==> src/hw/rtl/sipc_pkg.sv <==
`default_nettype none
// ----------------------------------------------------------------------------
// sipc_pkg
// Shared types, constants and the parallel CRC32C helpers of the shard index
// packer.
// ----------------------------------------------------------------------------
package sipc_pkg;

  localparam int unsigned CHUNK_COUNT     = 512;
  localparam int unsigned MAX_CHUNK_BYTES = 8192;

  localparam int unsigned BYTES_W = 14;
  localparam int unsigned OFF_W   = 23;
  localparam int unsigned CRC_W   = 32;
  localparam int unsigned ENTRY_W = 64;
  localparam int unsigned MSG_W   = 2 * ENTRY_W;
  localparam int unsigned COL_N   = CRC_W + MSG_W;
  localparam int unsigned POS_W   = (CHUNK_COUNT > 1) ? $clog2(CHUNK_COUNT) : 1;

  localparam int unsigned ENTRY_BYTES   = 16;
  localparam int unsigned TRAILER_BYTES = 4;

  localparam logic [CRC_W-1:0] CRC_POLY = 32'h82F63B78;
  localparam logic [CRC_W-1:0] CRC_SEED = 32'hFFFFFFFF;

  localparam logic [POS_W-1:0] LAST_POS = POS_W'(CHUNK_COUNT - 1);
  localparam logic [OFF_W-1:0] TOTAL_BASE =
    OFF_W'((CHUNK_COUNT * ENTRY_BYTES + TRAILER_BYTES) % (2 ** OFF_W));
  localparam logic [BYTES_W-1:0] MAX_BYTES = BYTES_W'(MAX_CHUNK_BYTES);

  localparam int unsigned FIFO_DEPTH = 2;
  localparam int unsigned PTR_W      = $clog2(FIFO_DEPTH);
  localparam int unsigned CNT_W      = $clog2(FIFO_DEPTH + 1);

  // one classified chunk request between front and back
  typedef struct packed {
    logic               empty;
    logic [BYTES_W-1:0] bytes;
    logic               last;
  } sipc_item_t;

  typedef logic [CRC_W-1:0] crc_cols_t [COL_N];

  // effect of each state bit and each message bit on the crc after 128 bits,
  // evaluated at elaboration
  function automatic crc_cols_t crc_cols_f();
    crc_cols_t        cols;
    logic [CRC_W-1:0] c;
    logic [MSG_W-1:0] m;
    logic             fb;
    for (int j = 0; j < COL_N; j++) begin
      if (j < CRC_W) begin
        c = CRC_W'(1) << j;
        m = '0;
      end else begin
        c = '0;
        m = MSG_W'(1) << (j - CRC_W);
      end
      for (int i = 0; i < MSG_W; i++) begin
        fb = c[0] ^ m[i];
        c  = c >> 1;
        if (fb) begin
          c = c ^ CRC_POLY;
        end
      end
      cols[j] = c;
    end
    return cols;
  endfunction

  localparam crc_cols_t CRC_COLS = crc_cols_f();

  // msg is {length, offset}: bytes little endian, bits lsb first
  function automatic logic [CRC_W-1:0] crc_next_f(input logic [CRC_W-1:0] crc,
                                                  input logic [MSG_W-1:0] msg);
    logic [COL_N-1:0] v;
    logic [CRC_W-1:0] r;
    v = {msg, crc};
    r = '0;
    for (int j = 0; j < COL_N; j++) begin
      if (v[j]) begin
        r = r ^ CRC_COLS[j];
      end
    end
    return r;
  endfunction

endpackage
`default_nettype wire

==> src/hw/rtl/sipc_front.sv <==
`default_nettype none
// ----------------------------------------------------------------------------
// sipc_front
// Accepts chunk requests, saturates the byte count and tags the last chunk
// of each shard.
// ----------------------------------------------------------------------------
module sipc_front (
  input  wire logic                          clk_i,
  input  wire logic                          rst_ni,
  input  wire logic                          in_valid_i,
  output logic                               in_stall_o,
  input  wire logic                          chunk_empty_i,
  input  wire logic [sipc_pkg::BYTES_W-1:0]  chunk_bytes_i,
  input  wire logic                          fifo_full_i,
  output logic                               push_o,
  output sipc_pkg::sipc_item_t               item_o
);

  logic [sipc_pkg::POS_W-1:0] pos_q, pos_d;
  logic                       last;

  assign in_stall_o = fifo_full_i;
  assign push_o     = in_valid_i && !fifo_full_i;
  assign last       = (pos_q >= sipc_pkg::LAST_POS);

  always_comb begin
    item_o.empty = chunk_empty_i;
    item_o.last  = last;
    if (32'(chunk_bytes_i) > 32'(sipc_pkg::MAX_CHUNK_BYTES)) begin
      item_o.bytes = sipc_pkg::MAX_BYTES;
    end else begin
      item_o.bytes = chunk_bytes_i;
    end
  end

  always_comb begin
    pos_d = pos_q;
    if (push_o) begin
      pos_d = last ? '0 : pos_q + 1'b1;
    end
  end

  always_ff @(posedge clk_i or negedge rst_ni) begin
    if (!rst_ni) begin
      pos_q <= '0;
    end else begin
      pos_q <= pos_d;
    end
  end

endmodule
`default_nettype wire

==> src/hw/rtl/sipc_fifo.sv <==
`default_nettype none
// ----------------------------------------------------------------------------
// sipc_fifo
// Short request queue between the front and the back.
// ----------------------------------------------------------------------------
module sipc_fifo (
  input  wire logic                  clk_i,
  input  wire logic                  rst_ni,
  input  wire logic                  push_i,
  input  wire sipc_pkg::sipc_item_t  item_i,
  output logic                       full_o,
  output logic                       valid_o,
  input  wire logic                  pop_i,
  output sipc_pkg::sipc_item_t       item_o
);

  sipc_pkg::sipc_item_t             mem_q [sipc_pkg::FIFO_DEPTH];
  logic [sipc_pkg::PTR_W-1:0]       wr_ptr_q, rd_ptr_q;
  logic [sipc_pkg::CNT_W-1:0]       count_q, count_d;

  assign full_o  = (count_q == sipc_pkg::CNT_W'(sipc_pkg::FIFO_DEPTH));
  assign valid_o = (count_q != '0);
  assign item_o  = mem_q[rd_ptr_q];

  always_comb begin
    count_d = count_q;
    if (push_i && !pop_i) begin
      count_d = count_q + 1'b1;
    end else if (pop_i && !push_i) begin
      count_d = count_q - 1'b1;
    end
  end

  always_ff @(posedge clk_i or negedge rst_ni) begin
    if (!rst_ni) begin
      wr_ptr_q <= '0;
      rd_ptr_q <= '0;
      count_q  <= '0;
    end else begin
      if (push_i) begin
        wr_ptr_q <= wr_ptr_q + 1'b1;
      end
      if (pop_i) begin
        rd_ptr_q <= rd_ptr_q + 1'b1;
      end
      count_q <= count_d;
    end
  end

  always_ff @(posedge clk_i) begin
    if (push_i) begin
      mem_q[wr_ptr_q] <= item_i;
    end
  end

endmodule
`default_nettype wire

==> src/hw/rtl/sipc_back.sv <==
`default_nettype none
// ----------------------------------------------------------------------------
// sipc_back
// Builds each index entry, runs the offset and the CRC32C over the entry
// bytes, and holds the result in the output register.
// ----------------------------------------------------------------------------
module sipc_back (
  input  wire logic                          clk_i,
  input  wire logic                          rst_ni,
  input  wire logic                          item_valid_i,
  input  wire sipc_pkg::sipc_item_t          item_i,
  output logic                               pop_o,
  output logic                               out_valid_o,
  input  wire logic                          out_stall_i,
  output logic [sipc_pkg::ENTRY_W-1:0]       entry_offset_o,
  output logic [sipc_pkg::ENTRY_W-1:0]       entry_length_o,
  output logic [sipc_pkg::CRC_W-1:0]         index_crc_o,
  output logic [sipc_pkg::OFF_W-1:0]         shard_total_bytes_o,
  output logic                               last_chunk_o
);

  logic [sipc_pkg::OFF_W-1:0]   off_q, off_d, tot_q, tot_d, off_adv, tot_adv;
  logic [sipc_pkg::CRC_W-1:0]   crc_q, crc_d, crc_calc;
  logic [sipc_pkg::ENTRY_W-1:0] off_field, len_field;
  logic                         out_valid_q, load;

  assign load        = item_valid_i && (!out_valid_q || !out_stall_i);
  assign pop_o       = load;
  assign out_valid_o = out_valid_q;

  always_comb begin
    if (item_i.empty) begin
      off_field = '1;
      len_field = '1;
      off_adv   = off_q;
      tot_adv   = tot_q;
    end else begin
      off_field = sipc_pkg::ENTRY_W'(off_q);
      len_field = sipc_pkg::ENTRY_W'(item_i.bytes);
      off_adv   = off_q + sipc_pkg::OFF_W'(item_i.bytes);
      // total is kept as offset plus index and trailer size
      tot_adv   = tot_q + sipc_pkg::OFF_W'(item_i.bytes);
    end
    crc_calc = sipc_pkg::crc_next_f(crc_q, {len_field, off_field});
  end

  always_comb begin
    off_d = off_q;
    tot_d = tot_q;
    crc_d = crc_q;
    if (load) begin
      if (item_i.last) begin
        off_d = '0;
        tot_d = sipc_pkg::TOTAL_BASE;
        crc_d = sipc_pkg::CRC_SEED;
      end else begin
        off_d = off_adv;
        tot_d = tot_adv;
        crc_d = crc_calc;
      end
    end
  end

  always_ff @(posedge clk_i or negedge rst_ni) begin
    if (!rst_ni) begin
      off_q       <= '0;
      tot_q       <= sipc_pkg::TOTAL_BASE;
      crc_q       <= sipc_pkg::CRC_SEED;
      out_valid_q <= 1'b0;
    end else begin
      off_q <= off_d;
      tot_q <= tot_d;
      crc_q <= crc_d;
      if (load) begin
        out_valid_q <= 1'b1;
      end else if (!out_stall_i) begin
        out_valid_q <= 1'b0;
      end
    end
  end

  always_ff @(posedge clk_i) begin
    if (load) begin
      entry_offset_o      <= off_field;
      entry_length_o      <= len_field;
      last_chunk_o        <= item_i.last;
      index_crc_o         <= item_i.last ? (crc_calc ^ sipc_pkg::CRC_SEED) : '0;
      shard_total_bytes_o <= item_i.last ? tot_adv : '0;
    end
  end

endmodule
`default_nettype wire

==> src/hw/rtl/shard_index_packer_crc32c_top.sv <==
`default_nettype none
// ----------------------------------------------------------------------------
// shard_index_packer_crc32c_top
// Shard index packer: per-chunk index entries with a CRC32C trailer.
// ----------------------------------------------------------------------------
// Takes one chunk request per cycle while in_stall_o is low (empty flag and
// byte count, in raster order) and returns one index entry per request once
// it has passed the request queue and the back stage's output register; with
// no stall at the output the sustained rate is one request per cycle. The
// whole 16-byte entry goes through a parallel CRC32C xor network in the back
// stage. A two-entry queue separates the input side from the result register,
// so either side may stall without losing a request. The entry marked
// last_chunk carries the final index CRC and the total shard size; the block
// then starts the next shard from its reset state.
module shard_index_packer_crc32c_top (
  input  wire logic                          clk_i,
  input  wire logic                          rst_ni,
  input  wire logic                          in_valid_i,
  output logic                               in_stall_o,
  input  wire logic                          chunk_empty_i,
  input  wire logic [sipc_pkg::BYTES_W-1:0]  chunk_bytes_i,
  output logic                               out_valid_o,
  input  wire logic                          out_stall_i,
  output logic [sipc_pkg::ENTRY_W-1:0]       entry_offset_o,
  output logic [sipc_pkg::ENTRY_W-1:0]       entry_length_o,
  output logic [sipc_pkg::CRC_W-1:0]         index_crc_o,
  output logic [sipc_pkg::OFF_W-1:0]         shard_total_bytes_o,
  output logic                               last_chunk_o
);

  sipc_pkg::sipc_item_t push_item, pop_item;
  logic                 push, pop, fifo_full, fifo_valid;

  sipc_front u_front (
    .clk_i         (clk_i),
    .rst_ni        (rst_ni),
    .in_valid_i    (in_valid_i),
    .in_stall_o    (in_stall_o),
    .chunk_empty_i (chunk_empty_i),
    .chunk_bytes_i (chunk_bytes_i),
    .fifo_full_i   (fifo_full),
    .push_o        (push),
    .item_o        (push_item)
  );

  sipc_fifo u_fifo (
    .clk_i   (clk_i),
    .rst_ni  (rst_ni),
    .push_i  (push),
    .item_i  (push_item),
    .full_o  (fifo_full),
    .valid_o (fifo_valid),
    .pop_i   (pop),
    .item_o  (pop_item)
  );

  sipc_back u_back (
    .clk_i               (clk_i),
    .rst_ni              (rst_ni),
    .item_valid_i        (fifo_valid),
    .item_i              (pop_item),
    .pop_o               (pop),
    .out_valid_o         (out_valid_o),
    .out_stall_i         (out_stall_i),
    .entry_offset_o      (entry_offset_o),
    .entry_length_o      (entry_length_o),
    .index_crc_o         (index_crc_o),
    .shard_total_bytes_o (shard_total_bytes_o),
    .last_chunk_o        (last_chunk_o)
  );

  // trailer fields are zero except on the last entry
  a_trailer_zero: assert property (@(posedge clk_i) disable iff (!rst_ni)
    out_valid_o && !last_chunk_o |-> index_crc_o == '0 && shard_total_bytes_o == '0)
    else $error("trailer fields set on a non-last entry");

  // a non-empty last entry ends, plus the index and trailer size, at the shard total
  a_total_match: assert property (@(posedge clk_i) disable iff (!rst_ni)
    out_valid_o && last_chunk_o && entry_length_o != '1 |->
      shard_total_bytes_o == sipc_pkg::OFF_W'(entry_offset_o + entry_length_o
                                               + 64'(sipc_pkg::TOTAL_BASE)))
    else $error("shard total does not match last entry");

  // queue never takes a request while full and never pops while empty
  a_fifo_flow: assert property (@(posedge clk_i) disable iff (!rst_ni)
    !(push && fifo_full) && !(pop && !fifo_valid))
    else $error("request queue overflow or underflow");

endmodule
`default_nettype wire
==> config.mk <==
export PLATFORM = sky130hd
export DESIGN_NAME = shard_index_packer_crc32c_top
export DESIGN_NICKNAME = d
export VERILOG_FILES = /design/src/hw/rtl/sipc_pkg.sv /design/src/hw/rtl/sipc_front.sv /design/src/hw/rtl/sipc_fifo.sv /design/src/hw/rtl/sipc_back.sv /design/src/hw/rtl/shard_index_packer_crc32c_top.sv
export SDC_FILE = /design/constraint.sdc
export NUM_CORES = 1
export LEC_CHECK = 0
export BUFFER_PORTS_ARGS = -buffer_cell sky130_fd_sc_hd__buf_4
export CORE_ASPECT_RATIO = 1.2
export CORE_MARGIN = 2
export CORE_UTILIZATION = 25
export DETAILED_ROUTE_END_ITERATION = 16
export PLACE_DENSITY = 0.52
export SETUP_SLACK_MARGIN = 0.5
export SLEW_MARGIN = 5
export SYNTH_ARGS = -nofsm -noshare
export SYNTH_HDL_FRONTEND = slang
export SYNTH_SLANG_ARGS = --single-unit
==> constraint.sdc <==
create_clock -name clk_i -period 9.7 [get_ports clk_i]
set_clock_uncertainty 0.15 [all_clocks]
set_input_delay 1.455 -clock clk_i [delete_from_list [all_inputs] [get_ports clk_i]]
set_output_delay 1.455 -clock clk_i [all_outputs]
set_load 0.02 [all_outputs]
Word level (Yosys, flattened, before mapping)
Memory sizes are Yosys's and may differ from the RTL's.
Cells that the tools add are included.
{"block": "word_totals", "reg_bits": 276, "mem_bits_rw": 32, "in_bits": 19, "out_inout_bits": 186, "n_memories": 1}
{"block": "op_classes", "addsub": 7, "order_cmp": 2, "eq_ne": 3, "mux": 175, "bitwise": 160, "n_reduce_logical": 13}
{"name": "u_fifo.mem_q", "depth": 2, "word_bits": 16, "read_ports": 1, "rd_ports_with_merged_regs": 0, "write_ports": 1, "line": "sipc_fifo.sv:17", "rtl": "sipc_pkg::sipc_item_t mem_q [sipc_pkg::FIFO_DEPTH];"}
{"op": "$mux W32", "n": 81}
{"op": "$mux W31", "n": 39}
{"op": "$not A17 Y17", "n": 55}
{"op": "$mux W30", "n": 22}
{"op": "$not A15 Y15", "n": 44}
{"op": "$not A13 Y13", "n": 31}
{"op": "$not A19 Y19", "n": 17}
{"op": "$mux W29", "n": 11}
{"op": "$mux W64", "n": 2}
{"op": "$mux W28", "n": 4}
{"op": "$mux W23", "n": 4}
{"op": "$not A21 Y21", "n": 4}
{"op": "$not A11 Y11", "n": 7}
{"op": "$mux W27", "n": 2}
{"op": "$mux W26", "n": 2}
{"op": "$add A23 B14 Y23", "n": 2}
{"op": "$not A32 Y32", "n": 1}
{"op": "$not A23 Y23", "n": 1}
{"op": "$gt A14 B14 Y1 const B", "n": 1}
{"op": "$mux W14", "n": 1}
{"op": "$add A9 B1 Y9 const B", "n": 1}
{"op": "$ge A9 B9 Y1 const B", "n": 1}
{"op": "$mux W9", "n": 1}
{"op": "$logic_not A1 Y1", "n": 5}
{"op": "11 further kinds", "n": 21}

Longest topological paths before layout
{"block": "logic_depth", "ltp_word": 320, "depth_mapped": 14, "depth_no_buf": 13}

Hierarchy
A second synthesis with hierarchy kept.
{"block": "hier_totals", "cells_unflattened": 1647, "area_unflattened_um2": 16624.7}
{"mod": "sipc_back", "n_inst": 1, "cells_each": 1500, "area_each_um2": 14555.2, "seq_area_each_um2": 4842.1}
{"mod": "sipc_fifo", "n_inst": 1, "cells_each": 66, "area_each_um2": 1395.1, "seq_area_each_um2": 1061.0}
{"mod": "sipc_front", "n_inst": 1, "cells_each": 81, "area_each_um2": 674.4, "seq_area_each_um2": 225.2}

Least setup slack after synthesis
No wires, ideal clock.
{"block": "synth_timing", "kind": "input -> register", "startpoint": "input port out_stall_i", "endpoint": "register u_back.entry_length_o[0] (netlist bit) (enable)", "setup_time_ps": 495, "t_arrival_ps": 4806, "setup_slack_ps": 4249, "stages": 4, "n_path_buf": 2, "path_cell_list": "o2bb2ai_1 -> inv_1 -> clkbuf_1 -> clkbuf_1"}
{"block": "synth_via", "elab_chain_cells": 3}
{"item": "from (decl)", "line": "shard_index_packer_crc32c_top.sv:23", "rtl": "input wire logic out_stall_i,"}
{"item": "$logic_not A1 Y1", "line": "sipc_back.sv:27", "rtl": "assign load = item_valid_i && (!out_valid_q || !out_stall_i);"}
{"item": "$logic_or A1 B1 Y1", "line": "sipc_back.sv:27"}
{"item": "$logic_and A1 B1 Y1", "line": "sipc_back.sv:27"}
{"item": "net pop", "line": "shard_index_packer_crc32c_top.sv:32", "rtl": "logic push, pop, fifo_full, fifo_valid;"}
{"item": "to (signal assigned)", "line": "sipc_back.sv:85", "rtl": "entry_length_o <= len_field;"}
{"item": "to (decl)", "line": "sipc_back.sv:16", "rtl": "output logic [sipc_pkg::ENTRY_W-1:0] entry_length_o,"}
The timed path passes the listed nets, and every way through them passes these cells.
A chain may end at the register's enable or synchronous reset.

Worst setup path after layout
{"block": "layout_timing", "startpoint": "register u_fifo.rd_ptr_q", "endpoint": "register u_back.shard_total_bytes_o[20] (netlist bit), data pin"}
{"block": "layout_via", "elab_chain_cells": 3}
{"item": "from (decl)", "line": "sipc_fifo.sv:18", "rtl": "logic [sipc_pkg::PTR_W-1:0] wr_ptr_q, rd_ptr_q;"}
{"item": "from (signal assigned)", "line": "sipc_fifo.sv:44", "rtl": "rd_ptr_q <= rd_ptr_q + 1'b1;"}
{"item": "$mem_v2 Z2 W16 (*)"}
{"item": "$add A23 B14 Y23", "line": "sipc_back.sv:42", "rtl": "tot_adv = tot_q + sipc_pkg::OFF_W'(item_i.bytes);"}
{"item": "$mux W23", "line": "sipc_back.sv:32", "rtl": "if (item_i.empty) begin"}
{"item": "to (signal assigned)", "line": "sipc_back.sv:88", "rtl": "shard_total_bytes_o <= item_i.last ? tot_adv : '0;"}
{"item": "to (decl)", "line": "sipc_back.sv:18", "rtl": "output logic [sipc_pkg::OFF_W-1:0] shard_total_bytes_o,"}
Mark *: on every way between the ends. The rest lies on a longest branch, timed or not.

==> reports/results.md <==
* row count: 104
* number of diodes: 0
* DRC viols: 0
* beginning of the worst register-to-register path: u_fifo.rd_ptr_q
* Worst path max stage delay: 680 ps
* overall die width: 242 um
* fraction of post-synthesis cell area in the top cell type by area: 22.4%
* Die Y: 290 um
* total via count in the routed design: 11700
* half-perimeter wire length after detailed placement: 40600 um
* count of cells along the worst register-to-register path: 14
* TritonCTS Sinks: 218
* critical-path cell list: buf_4 -> mux2i_4 -> inv_1 -> ha_1 -> inv_1 -> fa_1 -> nor2b_1 -> o21ai_0 -> a21boi_0 -> o21a_1 -> o21a_1 -> a21oi_1 -> or4_1 -> a21oi_1
* DR iter-0 viols: 628
* post-CTS setup buffer count: 0
* unrepaired setup endpoints after global routing: no
* final design area excluding fillers: 19700 um2
* Final Hold Viols: 0
* sum of negative setup slack: 0 ps
* Buffers & Inverters on Critical Path: 3
* synth-to-layout area growth: 16.0%
* kind of capture point of the worst setup path: flop
* capture instance of the worst register-to-register path: u_back.shard_total_bytes_o[20]
* cell with the largest stage delay on the worst path: sky130_fd_sc_hd__a21oi_1
* floorplan die area: 70100 um2
* vias in the first global route: 12000
* CTS clk-pin slew, worst paths: 60 ps
* sum of overflow across all layers after global routing: 0
* Clock Latency Late Sink: 570 ps
* top fanout value on the critical path: 19
* maximum number of pins on one net before global-route repair: 92
* timing endpoint of the critical path: u_back.shard_total_bytes_o[20]
* maximum clock insertion buffer count: 3
* weighted congestion reported at the end of routability-driven placement: 0.916
* Maximum Capacitance Violations: 0
* final design utilization: 29.4%
* antenna violations before repair: 0
* # setup viols final: 0
* flip-flop and latch count after synthesis: 218
* per-cell routed wire length: 20.1 um
* startpoint of the most critical hold path: u_front.pos_q[5]
* global-route wire length before repair: 78900 um
* Synth area leaders: sky130_fd_sc_hd__xnor2_1 (22%), sky130_fd_sc_hd__edfxtp_1 (22%), sky130_fd_sc_hd__dfrtp_1 (8.5%)
* proportion of synthesized chip area in sequential cells: 36.1%
* residual antenna-violating net count after detailed routing: 0
* cells after synthesis: 1659
* Hold Buf Count CTS: 0
* clock root buffer: sky130_fd_sc_hd__clkbuf_16
* Yosys top cell by area: sky130_fd_sc_hd__xnor2_1
* worst-case headroom to the max-slew limit: 30.6%
* Fmax achieved: 232 MHz
* number of instances resized during post-cts repair: 0
* count of synthesis-stage warnings from yosys: 0
* number of synthesized flops with an enable pin: 126
* top library cells by usage in the layout, fill and taps aside: sky130_fd_sc_hd__xnor2_1 (434), sky130_fd_sc_hd__buf_4 (221), sky130_fd_sc_hd__nand2_1 (136)
* launching instance or port of the critical path: u_fifo.rd_ptr_q
* asr flop ratio synth: 42.2%
* Synth Area per Inst: 10.2 um2
* Core ar.: 67100 um2
* post-layout minimum cycle time: 4320 ps
* Area after DPL: 18700 um2
* start-to-end type of the worst setup path: flop to flop
* launching element type of the critical path: flop
* number of distinct library cell variants in the gate-level netlist after synthesis: 74
* max-slew violation count: 0
* most used flip-flop cell after synthesis: sky130_fd_sc_hd__edfxtp_1
* first drt pass iteration count: 5
* clock tree from TritonCTS: yes
* area of the mapped netlist: 17000 um2
* syn_nets: 1711
* Crit. path cell count: 14
* clock buffer count from CTS: 27
* flop-to-flop setup slack: 5380 ps
* most common cell after layout, fill and taps aside: sky130_fd_sc_hd__xnor2_1
* num ports: 205
* number of nets in the final layout: 1772
* Final Routed Wirelength: 53100 um
* required time reported for the critical path endpoint: 9860 ps
* Largest delay share family, worst path: compound AO/OA/AOI/OAI gates
* status: completed
* Filler Cell Count: 7040
* part of the cycle the worst path needs: 44.5%
* data arrival time of the worst path: 4480 ps
* layout cell share with drive strength beyond 1: 20.1%
* initial core utilization: 25.3%
* number of vias per cell: 4.42
* count of input and output buffers: 204
* measured slew at the worst slew-check pin: 1040 ps
* number of H-tree levels: 1
* overall routing resource usage: 14.9%
* class of the most critical hold timing path: flop to flop
-- per-stage QoR --
| stage | setup slack [ps] | hold WS, ps | cells |
|---|---|---|---|
| finish | 5380 | 359 | 2642 |
| global route | 4960 | 398 | 2642 |
| CTS | 5370 | 360 | 2642 |
| detailed placement | 5350 | 350 | 2592 |
| global placement | 5410 | 343 | 2592 |
| floorplan | 4250 | 303 | 1659 |
-- synth_stat cells, types with 14 or more instances --
| library cell | number |
|---|---|
| sky130_fd_sc_hd__xnor2_1 | 434 |
| sky130_fd_sc_hd__nand2_1 | 136 |
| sky130_fd_sc_hd__edfxtp_1 | 126 |
| sky130_fd_sc_hd__xor2_1 | 110 |
| sky130_fd_sc_hd__nor2_1 | 99 |
| sky130_fd_sc_hd__buf_4 | 93 |
| sky130_fd_sc_hd__dfrtp_1 | 58 |
| sky130_fd_sc_hd__clkbuf_1 | 53 |
| sky130_fd_sc_hd__o21ai_0 | 45 |
| sky130_fd_sc_hd__buf_2 | 37 |
| sky130_fd_sc_hd__a21oi_1 | 35 |
| sky130_fd_sc_hd__dfstp_2 | 34 |
| sky130_fd_sc_hd__inv_1 | 34 |
| sky130_fd_sc_hd__ha_1 | 31 |
| sky130_fd_sc_hd__xnor3_1 | 30 |
| sky130_fd_sc_hd__nand2b_1 | 25 |
| sky130_fd_sc_hd__mux2i_1 | 23 |
| sky130_fd_sc_hd__o22a_1 | 20 |
| sky130_fd_sc_hd__nor3_1 | 18 |
| sky130_fd_sc_hd__xnor2_2 | 18 |
| sky130_fd_sc_hd__nor2b_1 | 14 |
-- area by class of cell --
class,count,area (um2),share of cell area (%)
multi-input combinational,1213,9600,48.7
sequential,218,6130,31.1
timing repair buffer,221,1660,8.42
tap,901,1130,5.72
clock buffer,29,683,3.47
clock inverter,21,358,1.82
inverter,39,154,0.781
-- layer usage --
metal	up-vias	routed length, um	track usage (%)	share of wire (%)
met5	-	0	0	0
met3	84	2830	2.71	5.3
met1	5723	22300	18.3	42
met4	0	1930	5.57	3.6
met2	324	26000	26.1	49
li1	5546	-	-	-
-- sequential cells by signal, indices dropped and copies added, names as in the netlist, 9 cells and up --
register / count
u_back.tot_q: 23
u_back.crc_q: 32
u_back.shard_total_bytes_o: 23
u_back.entry_length_o: 15
u_back.off_q: 23
u_fifo.mem_q: 32
u_front.pos_q: 9
u_back.entry_offset_o: 23
u_back.index_crc_o: 32
-- worst min path at each step --
stage                             endpoint  slack (ps)  cells after the start
after floorplan           u_front.pos_q[3]         300                      1
after global placement    u_front.pos_q[3]         340                      1
after detailed placement  u_front.pos_q[3]         350                      1
after CTS                 u_front.pos_q[5]         360                      1
after global routing      u_back.tot_q[11]         400                      1
final                     u_front.pos_q[5]         360                      1
-- cell families after synthesis --
group | Yosys count | share of synthesized area (%)
xor+xnor | 594 | 33.9
flops | 218 | 36.1
fa+ha+maj | 33 | 2.52
mux | 34 | 2.59
compound gates | 194 | 7.74
simple gates | 358 | 9.61
buf+inv | 228 | 7.57
Power is not shown: default switching activity piles up to over one toggle a cycle in this logic, so the estimate is an artifact.
